File: src/sv/hcbd_pkg.sv
// shared types, codes and character helpers for the chunked body deframer
`default_nettype none

package hcbd_pkg;

  localparam int SIZE_BITS_DEFAULT = 32;
  localparam int LEN_BITS = 12;
  localparam logic [LEN_BITS-1:0] MAX_LINE_RESET = 12'd255;

  // parse modes
  localparam logic [2:0] MODE_SIZE    = 3'd0;
  localparam logic [2:0] MODE_EXT     = 3'd1;
  localparam logic [2:0] MODE_JUNK    = 3'd2;
  localparam logic [2:0] MODE_OVF     = 3'd3;
  localparam logic [2:0] MODE_DATA    = 3'd4;
  localparam logic [2:0] MODE_TRAILER = 3'd5;
  localparam logic [2:0] MODE_DONE    = 3'd6;
  localparam logic [2:0] MODE_ERROR   = 3'd7;

  // result kinds
  localparam logic [1:0] KIND_DATA  = 2'd0;
  localparam logic [1:0] KIND_END   = 2'd1;
  localparam logic [1:0] KIND_ERROR = 2'd2;

  // error codes
  localparam logic [1:0] ERR_SIZE_OVF  = 2'd0;
  localparam logic [1:0] ERR_LINE_LONG = 2'd1;
  localparam logic [1:0] ERR_END_HDR   = 2'd2;
  localparam logic [1:0] ERR_END_DATA  = 2'd3;

  // characters
  localparam logic [7:0] CH_LF   = 8'h0A;
  localparam logic [7:0] CH_CR   = 8'h0D;
  localparam logic [7:0] CH_SP   = 8'h20;
  localparam logic [7:0] CH_TAB  = 8'h09;
  localparam logic [7:0] CH_SEMI = 8'h3B;

  typedef struct packed {
    logic       valid;
    logic [1:0] kind;
    logic [7:0] data;
    logic [1:0] code;
  } result_t;

  // bit 4 set means not a hex digit
  function automatic logic [4:0] hex_value(input logic [7:0] c);
    logic [4:0] v;
    v = 5'h10;
    if (c >= 8'h30 && c <= 8'h39) v = {1'b0, 4'(c - 8'h30)};
    else if (c >= 8'h61 && c <= 8'h66) v = {1'b0, 4'(c - 8'h57)};
    else if (c >= 8'h41 && c <= 8'h46) v = {1'b0, 4'(c - 8'h37)};
    return v;
  endfunction

endpackage

`default_nettype wire

File: src/sv/hcbd_core.sv
// parser state and per-byte next-state logic of the chunked body deframer
`default_nettype none

module hcbd_core
  import hcbd_pkg::*;
#(
  parameter int SIZE_BITS = SIZE_BITS_DEFAULT
) (
  input  wire logic                clk,
  input  wire logic                rst,
  input  wire logic                step,
  input  wire logic [7:0]          in_byte,
  input  wire logic                end_of_stream,
  input  wire logic [LEN_BITS-1:0] max_line_length,
  output result_t                  res
);

  typedef struct packed {
    logic                 ok;
    logic [2:0]           mode;
    logic [SIZE_BITS-1:0] acc;
    logic [LEN_BITS-1:0]  len;
    logic                 digit;
  } line_t;

  logic [2:0]           mode, mode_next;
  logic [SIZE_BITS-1:0] remaining, remaining_next;
  logic [SIZE_BITS-1:0] acc, acc_next;
  logic [LEN_BITS-1:0]  line_len, line_len_next;
  logic                 digit_seen, digit_seen_next;
  logic                 pending_cr, pending_cr_next;
  logic [1:0]           err_code, err_code_next;

  line_t cur, f1, f2;

  // one line character; ok low means the line got too long
  function automatic line_t feed(input line_t s, input logic [7:0] c,
                                 input logic [LEN_BITS-1:0] maxl);
    line_t      r;
    logic [4:0] hv;
    r = s;
    r.ok = 1'b1;
    hv = hex_value(c);
    if (s.len >= maxl) begin
      r.ok = 1'b0;
    end else begin
      r.len = s.len + LEN_BITS'(1);
      if (s.mode == MODE_SIZE) begin
        if (!hv[4]) begin
          if (s.acc[SIZE_BITS-1 -: 4] != 4'd0) begin
            r.mode = MODE_OVF;
          end else begin
            r.acc = {s.acc[SIZE_BITS-5:0], hv[3:0]};
            r.digit = 1'b1;
          end
        end else if (!s.digit) begin
          if (c != CH_SP && c != CH_TAB) r.mode = MODE_JUNK;
        end else begin
          r.mode = (c == CH_SEMI) ? MODE_EXT : MODE_JUNK;
        end
      end
    end
    return r;
  endfunction

  always_comb begin
    cur = '{ok: 1'b1, mode: mode, acc: acc, len: line_len, digit: digit_seen};
    f1 = pending_cr ? feed(cur, CH_CR, max_line_length) : cur;
    f2 = feed(f1, in_byte, max_line_length);
  end

  always_comb begin
    mode_next       = mode;
    remaining_next  = remaining;
    acc_next        = acc;
    line_len_next   = line_len;
    digit_seen_next = digit_seen;
    pending_cr_next = pending_cr;
    err_code_next   = err_code;
    res             = '0;
    if (step) begin
      if (mode == MODE_ERROR) begin
        res = '{valid: 1'b1, kind: KIND_ERROR, data: 8'd0, code: err_code};
      end else if (mode == MODE_DONE) begin
        res = '0;
      end else if (end_of_stream) begin
        mode_next = MODE_ERROR;
        err_code_next = (mode == MODE_DATA) ? ERR_END_DATA : ERR_END_HDR;
        res = '{valid: 1'b1, kind: KIND_ERROR, data: 8'd0, code: err_code_next};
      end else if (mode == MODE_DATA) begin
        remaining_next = remaining - SIZE_BITS'(1);
        if (remaining == SIZE_BITS'(1)) begin
          mode_next       = MODE_SIZE;
          acc_next        = '0;
          line_len_next   = '0;
          digit_seen_next = 1'b0;
          pending_cr_next = 1'b0;
        end
        res = '{valid: 1'b1, kind: KIND_DATA, data: in_byte, code: 2'd0};
      end else if (in_byte == CH_LF) begin
        // end of line: clear it, then decide what the line meant
        acc_next        = '0;
        line_len_next   = '0;
        digit_seen_next = 1'b0;
        pending_cr_next = 1'b0;
        unique case (mode)
          MODE_SIZE, MODE_EXT: begin
            if (mode == MODE_EXT || digit_seen) begin
              if (acc == '0) begin
                mode_next = MODE_TRAILER;
              end else begin
                mode_next = MODE_DATA;
                remaining_next = acc;
              end
            end
          end
          MODE_JUNK: mode_next = MODE_SIZE;
          MODE_OVF: begin
            mode_next = MODE_ERROR;
            err_code_next = ERR_SIZE_OVF;
            res = '{valid: 1'b1, kind: KIND_ERROR, data: 8'd0, code: ERR_SIZE_OVF};
          end
          MODE_TRAILER: begin
            if (line_len == '0) begin
              mode_next = MODE_DONE;
              res = '{valid: 1'b1, kind: KIND_END, data: 8'd0, code: 2'd0};
            end
          end
          default: mode_next = mode;
        endcase
      end else if (!f1.ok || (in_byte != CH_CR && !f2.ok)) begin
        mode_next = MODE_ERROR;
        err_code_next = ERR_LINE_LONG;
        res = '{valid: 1'b1, kind: KIND_ERROR, data: 8'd0, code: ERR_LINE_LONG};
      end else if (in_byte == CH_CR) begin
        // held back until we know whether an LF follows
        mode_next       = f1.mode;
        acc_next        = f1.acc;
        line_len_next   = f1.len;
        digit_seen_next = f1.digit;
        pending_cr_next = 1'b1;
      end else begin
        mode_next       = f2.mode;
        acc_next        = f2.acc;
        line_len_next   = f2.len;
        digit_seen_next = f2.digit;
        pending_cr_next = 1'b0;
      end
    end
  end

  always_ff @(posedge clk) begin
    if (rst) begin
      mode       <= MODE_SIZE;
      remaining  <= '0;
      acc        <= '0;
      line_len   <= '0;
      digit_seen <= 1'b0;
      pending_cr <= 1'b0;
      err_code   <= 2'd0;
    end else begin
      mode       <= mode_next;
      remaining  <= remaining_next;
      acc        <= acc_next;
      line_len   <= line_len_next;
      digit_seen <= digit_seen_next;
      pending_cr <= pending_cr_next;
      err_code   <= err_code_next;
    end
  end

endmodule

`default_nettype wire

File: src/sv/hcbd_out_reg.sv
// result register of the chunked body deframer with downstream stall handling
`default_nettype none

module hcbd_out_reg
  import hcbd_pkg::*;
(
  input  wire logic       clk,
  input  wire logic       rst,
  input  wire result_t    res,
  output logic            advance,
  output logic            out_valid,
  input  wire logic       out_stall,
  output logic [1:0]      result_kind,
  output logic [7:0]      data_byte,
  output logic [1:0]      error_code
);

  // the register can take a new result when empty or being drained
  assign advance = !out_valid || !out_stall;

  always_ff @(posedge clk) begin
    if (rst) begin
      out_valid <= 1'b0;
    end else if (advance) begin
      out_valid <= res.valid;
    end
  end

  always_ff @(posedge clk) begin
    if (advance && res.valid) begin
      result_kind <= res.kind;
      data_byte   <= res.data;
      error_code  <= res.code;
    end
  end

endmodule

`default_nettype wire

File: src/sv/http_chunked_body_deframer.sv
// top level of the chunked body deframer
`default_nettype none

// Strips HTTP/1.1 chunked framing from a body byte stream. Each accepted byte
// yields at most one result: a payload byte, a message-finished mark or a
// sticky error. One byte is accepted every cycle while in_stall is low; a
// byte sits in the input register, its result in the result register, as the
// whole per-byte parse is one combinational step between the two. Stall on
// the result side holds both registers. max_line_length is written through the
// cfg channel, which is always ready, and should only change while idle.
module http_chunked_body_deframer
  import hcbd_pkg::*;
#(
  parameter int SIZE_BITS = SIZE_BITS_DEFAULT
) (
  input  wire logic                clk,
  input  wire logic                rst,
  input  wire logic                in_valid,
  output logic                     in_stall,
  input  wire logic [7:0]          in_byte,
  input  wire logic                end_of_stream,
  output logic                     out_valid,
  input  wire logic                out_stall,
  output logic [1:0]               result_kind,
  output logic [7:0]               data_byte,
  output logic [1:0]               error_code,
  input  wire logic                cfg_valid,
  output logic                     cfg_ready,
  input  wire logic [LEN_BITS-1:0] cfg_data
);

  logic [LEN_BITS-1:0] max_line_length;
  logic                s1_valid;
  logic [7:0]          s1_byte;
  logic                s1_eos;
  logic                advance;
  logic                step;
  result_t             res;

  assign cfg_ready = 1'b1;
  assign in_stall  = s1_valid && !advance;
  assign step      = s1_valid && advance;

  always_ff @(posedge clk) begin
    if (rst) begin
      max_line_length <= MAX_LINE_RESET;
    end else if (cfg_valid && cfg_ready) begin
      max_line_length <= cfg_data;
    end
  end

  always_ff @(posedge clk) begin
    if (rst) begin
      s1_valid <= 1'b0;
    end else if (!in_stall) begin
      s1_valid <= in_valid;
    end
  end

  always_ff @(posedge clk) begin
    if (in_valid && !in_stall) begin
      s1_byte <= in_byte;
      s1_eos  <= end_of_stream;
    end
  end

  hcbd_core #(
    .SIZE_BITS(SIZE_BITS)
  ) u_core (
    .clk             (clk),
    .rst             (rst),
    .step            (step),
    .in_byte         (s1_byte),
    .end_of_stream   (s1_eos),
    .max_line_length (max_line_length),
    .res             (res)
  );

  hcbd_out_reg u_out (
    .clk         (clk),
    .rst         (rst),
    .res         (res),
    .advance     (advance),
    .out_valid   (out_valid),
    .out_stall   (out_stall),
    .result_kind (result_kind),
    .data_byte   (data_byte),
    .error_code  (error_code)
  );

endmodule

`default_nettype wire
File: config.mk
export PLATFORM = sky130hd
export DESIGN_NAME = http_chunked_body_deframer
export DESIGN_NICKNAME = d
export VERILOG_FILES = /design/src/sv/hcbd_pkg.sv /design/src/sv/hcbd_core.sv /design/src/sv/hcbd_out_reg.sv /design/src/sv/http_chunked_body_deframer.sv
export SDC_FILE = /design/constraint.sdc
export NUM_CORES = 1
export LEC_CHECK = 0
export ABC_AREA = 1
export BUFFER_PORTS_ARGS = -buffer_cell sky130_fd_sc_hd__buf_2
export CORE_MARGIN = 3
export CORE_UTILIZATION = 62
export CTS_BUF_LIST = sky130_fd_sc_hd__clkbuf_16
export DETAILED_ROUTE_END_ITERATION = 8
export PLACE_DENSITY_LB_ADDON = 0.3
export SETUP_SLACK_MARGIN = 0.4
export SKIP_LAST_GASP = 1
export SYNTH_ARGS = -nofsm -noshare
export SYNTH_HDL_FRONTEND = slang
export SYNTH_SLANG_ARGS = --single-unit
export TNS_END_PERCENT = 5
File: constraint.sdc
create_clock -name clk -period 4.25 [get_ports clk]
set_input_delay 0 -clock clk [delete_from_list [all_inputs] [get_ports clk]]
set_output_delay 0 -clock clk [all_outputs]
set_load 0.1 [all_outputs]
* Word-level counts from Yosys, hierarchy flattened
Cells that the tools add are included.
Widths: inputs -> output; s select.
** Storage, ports and cells
- Input port bits :: 26
- Bits in registers :: 118
- Output and inout port bits :: 15
- Word-level logic and storage cells :: 159
** Operators by class
- Multiplexer cells :: 69
- $add $sub $neg :: 6
- Order comparisons :: 8
- Reductions and logical operators :: 33
- Bitwise gates (word level) :: 4
- Equal/unequal tests :: 23
** Operators by type and width (number)
- $mux 32 :: 12
- $mux 13 :: 8
- $mux 12 :: 6
- $mux 49 :: 1
- $mux 48 :: 1
- $mux 3 :: 14
- $mux 35 :: 1
- $eq 32x1->1 const B :: 1
- $logic_not 32->1 :: 1
- $sub 32x1->32 const B :: 1
- $pmux 13 s2 :: 1
- $add 12x1->12 const B :: 2
- $ge 12x12->1 :: 2
- $eq 8x4->1 const B :: 2
- $ge 8x7->1 const B :: 2
- $le 8x7->1 const B :: 2
- $ne 8x4->1 const B :: 2
- $mux 1 :: 15
- $mux 5 :: 3
- $eq 3x3->1 const B :: 4
- $logic_not 12->1 :: 1
- $mux 2 :: 6
- $pmux 3 s4 :: 1
- $reduce_and 6->1 :: 2
- 27 further kinds :: 52

* Depth between registers and ports, before layout
- Depth after elaboration :: 15
- Depth in mapped cells :: 29
- Mapped depth without buffers :: 29

* Modules after synthesis
Synthesis repeated with hierarchy kept, for this count alone.
** Unflattened totals
- Cell total of the unflattened synthesis :: 1063
- Area total of the unflattened synthesis :: 7377.1 sq um
** Modules (own cells, without submodules)
- hcbd_core :: area an instance 6194.7 sq um, times used 1, sequential area each 1661.6 sq um, cells an instance 973
- http_chunked_body_deframer :: area an instance 778.2 sq um, times used 1, sequential area each 530.5 sq um, cells an instance 73
- hcbd_out_reg :: area an instance 404.1 sq um, times used 1, sequential area each 380.4 sq um, cells an instance 17

* Worst setup path after synthesis
No wires, ideal clock.
- Kind :: reg-to-reg
- From :: reg u_core.line_len[11]
- To :: reg u_out.data_byte[0], enable pin
- Data arrival time :: 3146 ps
- Period minus slack after synthesis :: 3490 ps
- Data required time :: 3906 ps
- Path slack :: 760 ps
- Stages on the path, launching flop included :: 26
- Cells stage by stage :: dfxtp_1 > ha_1 > nand2_2 > inv_2 > nand2_1 > nand2_2 > a21oi_4 > nand3_4 > nor2_1 > nand2_1 > nand2_4 > inv_1 > ha_1 > a21oi_1 > o21ai_0 > nand2_1 > and2_1 > nand3_1 > nand2_1 > nand2_1 > inv_1 > nand2_1 > nand2_1 > o2111ai_1 > nand2_1 > inv_1
** Between the ends
- Cells in the longest elaborated chain, start to end :: 14
** Ends and longest elaborated chain
- from (decl) :: line hcbd_core.sv:29 : logic [LEN_BITS-1:0] line_len, line_len_next;
- from (signal assigned) :: line hcbd_core.sv:165 : line_len <= line_len_next;
- $add 12x1->12 / $ge 12x12->1 (equally long branches) :: line hcbd_core.sv:47, hcbd_core.sv:44
- $mux 12 :: line hcbd_core.sv:44 : if (s.len >= maxl) begin
- $mux 49 :: line hcbd_core.sv:68 : f1 = pending_cr ? feed(cur, CH_CR, max_line_length) : cur;
- $ge 12x12->1 :: line hcbd_core.sv:44
- $logic_and 1x1->1 :: line hcbd_core.sv:131 : end else if (!f1.ok || (in_byte != CH_CR && !f2.ok)) begin
- $logic_or 1x1->1 :: line hcbd_core.sv:131
- $mux 13 :: line hcbd_core.sv:131
- $mux 13 * :: line hcbd_core.sv:100 : end else if (in_byte == CH_LF) begin
- $mux 13 * :: line hcbd_core.sv:90 : end else if (mode == MODE_DATA) begin
- $mux 13 * :: line hcbd_core.sv:86 : end else if (end_of_stream) begin
- $mux 13 * :: line hcbd_core.sv:84 : end else if (mode == MODE_DONE) begin
- $mux 13 * :: line hcbd_core.sv:82 : if (mode == MODE_ERROR) begin
- $mux 13 * :: line hcbd_core.sv:81 : if (step) begin
- $logic_and 1x1->1 * :: line hcbd_out_reg.sv:30 : if (advance && res.valid) begin
- to (signal assigned) :: line hcbd_out_reg.sv:32 : data_byte <= res.data;
- to (decl) :: line hcbd_out_reg.sv:14 : output logic [7:0] data_byte,
Every way passes the cells marked *; elsewhere a longest branch is shown, timed or not.
A chain may end at the register's enable or synchronous reset.

* Worst setup path in the final report
- From :: reg max_line_length[0]
- To :: reg u_core.acc[27]
** Between the ends
- Cells in the longest elaborated chain, start to end :: 10
** Ends and longest elaborated chain
- from (decl) :: line http_chunked_body_deframer.sv:32 : logic [LEN_BITS-1:0] max_line_length;
- from (signal assigned) :: line http_chunked_body_deframer.sv:48 : max_line_length <= cfg_data;
- branches (longest 10 deep; another with $ge 12x12->1)
- to (signal assigned) :: line hcbd_core.sv:164 : acc <= acc_next;
- to (decl) :: line hcbd_core.sv:28 : logic [SIZE_BITS-1:0] acc, acc_next;
Parallel ways; which one is timed is not known. The select of a mux whose other input is x is not followed.

==> run metrics <==
outcome finished, final reports clean; count of warnings emitted by yosys 0; post-route insts no fill between 1000 and 1500; total of max-cap violations 0; number of antenna violations at the first check in global routing 1; pre-CTS worst setup slack 0.187 ns; total wire length 25100 µm; complex-gate fraction of the synthesized area 18.1%; drt drc 0; initial DRC count 1212; fraction of the mapped netlist area in adder cells under 10%; crit share post-route 96.3%; residual antenna-violating net count after detailed routing 0; cell taking the most area after synthesis dfxtp_1; Worst IR Drop VDD 0.000403 V; pin count of the biggest net entering global routing 54; wire length of the first global-routing pass 34400 µm; number of buffers created by CTS 17; sum of negative setup slack 0 ns; worst path required time 4.56 ns; fraction of final layout cells with drive strength greater than 1 19.2%; core outline area 11600 µm²; number of buffer cells added on primary ports 39; CP Capture Type flop; global-route usage over all layers 32.5%; tightest slew margin relative to the limit 30.6%; reg-to-reg critical path startpoint max_line_length[0]; area of the die 13300 µm²; sequential fraction of the synthesis area 34.7%; number of iterations in the first detailed-routing pass 8; Hold Crit Start cfg_valid; pins over their slew limit 0; Final setup viols 0; CTS root buffer clkbuf_16; cell area after synthesis ~7400 µm²; maximum level of the CTS H-tree 4; crit path DAT 4.40 ns; portion of synthesized cell area occupied by the leading cell type 26.2%; startpoint-to-endpoint class of the critical path flop to flop; Worst-path clk slew 0.06 ns; Pwr Density 337 nW/µm²; leading cell types by total area after synthesis dfxtp_1 26%, nand2_1 10%, edfxtp_1 8.5%; Core Rows 39; flop and latch count out of synthesis 118; average detailed-routed wire length per instance about 19 µm; number of different library cells in the post-synthesis netlist 49; count of boundary I/O pins 41; gate count after technology mapping between 1000 and 1500; post-synthesis net count roughly 1100; setup ws final 0.158 ns; CTS tree done; via count 8453; vertical extent of the die 115 µm; unrepaired setup endpoints after global routing yes; startpoint class of the critical path flop; highest fanout seen on the critical path 9; Remaining Overflow, GRT 0; via count of the first global-routing pass 7322; initial core utilization 64.2%; classification of the worst-slack hold path primary input to flop; multiplexer share of the synthesized area 0%; slew at the pin closest to its max-slew limit around 1.0 ns; average footprint of a synthesized cell 6.85 µm²; TritonCTS sink count 118; post-route total power 3160 µW; Detailed Place HPWL approximately 13000 µm; achievable clock frequency 0.244 GHz; simple-gate portion of the synthesized area 29.0%; dominant combinational cell family by area after synthesis simple AND/OR/NAND/NOR gates; final count of hold timing violations 0; Inst Count DP 1249; # nets final 1254; Clock Latency Late Sink 0.43 ns; Synth Area in XOR/XNOR approximately 3.1%; Final Instance Area 9380 µm²; final weighted congestion in routability-driven placement 0.936; critical path startpoint max_line_length[0]; post-detailed-placement cell area between 7000 and 8000 µm²; maximum count of clock buffers along a single path 2; setup clock skew after layout roughly 0.0079 ns; horizontal extent of the die 115 µm; area growth from synthesis to layout 26.3%; final period demand of the worst path 4.09 ns; via-per-instance ratio 6.25; leakage power of the design 0.00399 µW
==> stage by stage <==
step,utilization (%),hold slack (ns)
after global routing,81.1,0.0753
final,81.1,0.0237
after floorplan,-,0.0989
after detailed placement,67.4,0.179
after CTS,75.5,0.0100
after global placement,67.4,0.176
==> power by group <==
part,switching [µW],total [µW],internal (µW)
Combinational,444,663,219
Clock,518,1290,773
Sequential,29.7,1210,1180
==> timing repair <==
item,4_1_cts,5_1_grt
pin swaps,1,20
hold buffers,37,0
hold endpoints to repair,23,0
gates cloned,0,6
setup endpoints to repair,53,64
resized for setup,6,82
buffers inserted,5,22
==> area by class of cell <==
cell class              instances  area, µm²
repair buffers                129       1100
clock inverters                15       86.3
multi-input cells             784       4450
well taps                     143        179
diodes                          1       2.50
repair inverters                1       7.51
fillers                       672       2190
inverters                     144        552
clock buffers                  17        425
flip-flops and latches        118       2580
==> metal layers <==
| metal | wire length [µm] | GRT usage, % | vias to the layer above |
|---|---|---|---|
| li1 | - | - | 3802 |
| met2 | 11700 | 54.9 | 637 |
| met4 | 1670 | 15.3 | 0 |
| met1 | 9140 | 39.0 | 3810 |
| met5 | 0 | 0 | - |
| met3 | 2660 | 7.79 | 204 |
==> cell usage in the layout (no fill, tap or decap), types with 15 or more instances in the layout <==
master | synthesis | final
edfxtp_1 | 21 | 21
ha_1 | 33 | 23
o21ai_1 | 37 | 36
buf_2 | 9 | 39
clkbuf_16 | 0 | 21
nor4_1 | 15 | 15
nand2_1 | 205 | 189
o21ai_0 | 65 | 62
nor2_1 | 126 | 121
nand4_1 | 16 | 16
nand2_2 | 12 | 26
dfxtp_1 | 97 | 94
buf_4 | 2 | 41
nor3_1 | 22 | 22
xor2_1 | 21 | 21
inv_1 | 128 | 127
dlygate4sd3_1 | 0 | 37
nand3_1 | 46 | 45
a21oi_1 | 112 | 106
inv_2 | 13 | 20
==> cell usage after synthesis, drive strengths merged <==
cell     count
nand2      219
inv        142
nor2       141
a21oi      116
o21ai      102
dfxtp       97
nand3       52
ha          33
clkbuf      27
nor3        24
edfxtp      21
xor2        21
nand4       16
nor4        15
buf         12
a31oi       11
or2          5
xnor2        5
o211ai       4
o21a         3
a22oi        2
and2         2
clkinv       2
o2111ai      2
o21bai       2
o31ai        2
a211oi       1
a21boi       1
a32oi        1
conb         1
nor3b        1
o22ai        1
==> worst max-delay path, cell delays in order (launching register included) <==
cell	delay (ns)
dfxtp_1	0.44
ha_1	0.20
inv_1	0.08
nand2_1	0.10
nand3_1	0.10
nand2_2	0.13
nand2_1	0.10
nand2_4	0.13
nand3_4	0.13
buf_4	0.18
o21bai_4	0.12
nand2_4	0.09
inv_2	0.10
ha_4	0.24
a21oi_4	0.13
o21ai_2	0.07
nand2_1	0.09
and2_4	0.17
nand3_2	0.08
nand2_1	0.10
nand2_2	0.10
nand2_2	0.10
nand3_4	0.10
nor2_4	0.23
nand2_8	0.15
buf_12	0.18
o21ai_1	0.22
a21oi_1	0.08
==> final timing paths <==
path                                             end  slack [ns]  depth (start not counted)
worst min register to register  u_core.remaining[30]        0.50                          2
worst max register to register        u_core.acc[27]        0.16                         27
worst min-delay path              max_line_length[3]        0.02                          2
worst max-delay path                  u_core.acc[27]        0.16                         27
==> flip-flops by register name, summed over array words and instances (netlist names), 3 cells and up <==
name and count:
u_out.data_byte 8, u_core.acc 32, u_core.mode 3, u_core.line_len 12, s1_byte 8, u_core.remaining 32
max_line_length 12
==> logic make-up (layout without fill, tap and decap cells) <==
logic type | count (synthesis) | after routing
AO/OA/AOI/OAI | 248 | 248
XOR/XNOR | 26 | 26
adder cells (fa/ha/maj) | 33 | 33
buffers and inverters | 183 | 306
flip-flops | 118 | 118
other | 1 | 2
AND/OR/NAND/NOR | 475 | 476
Note: power is estimated with default switching activity, not from simulation.
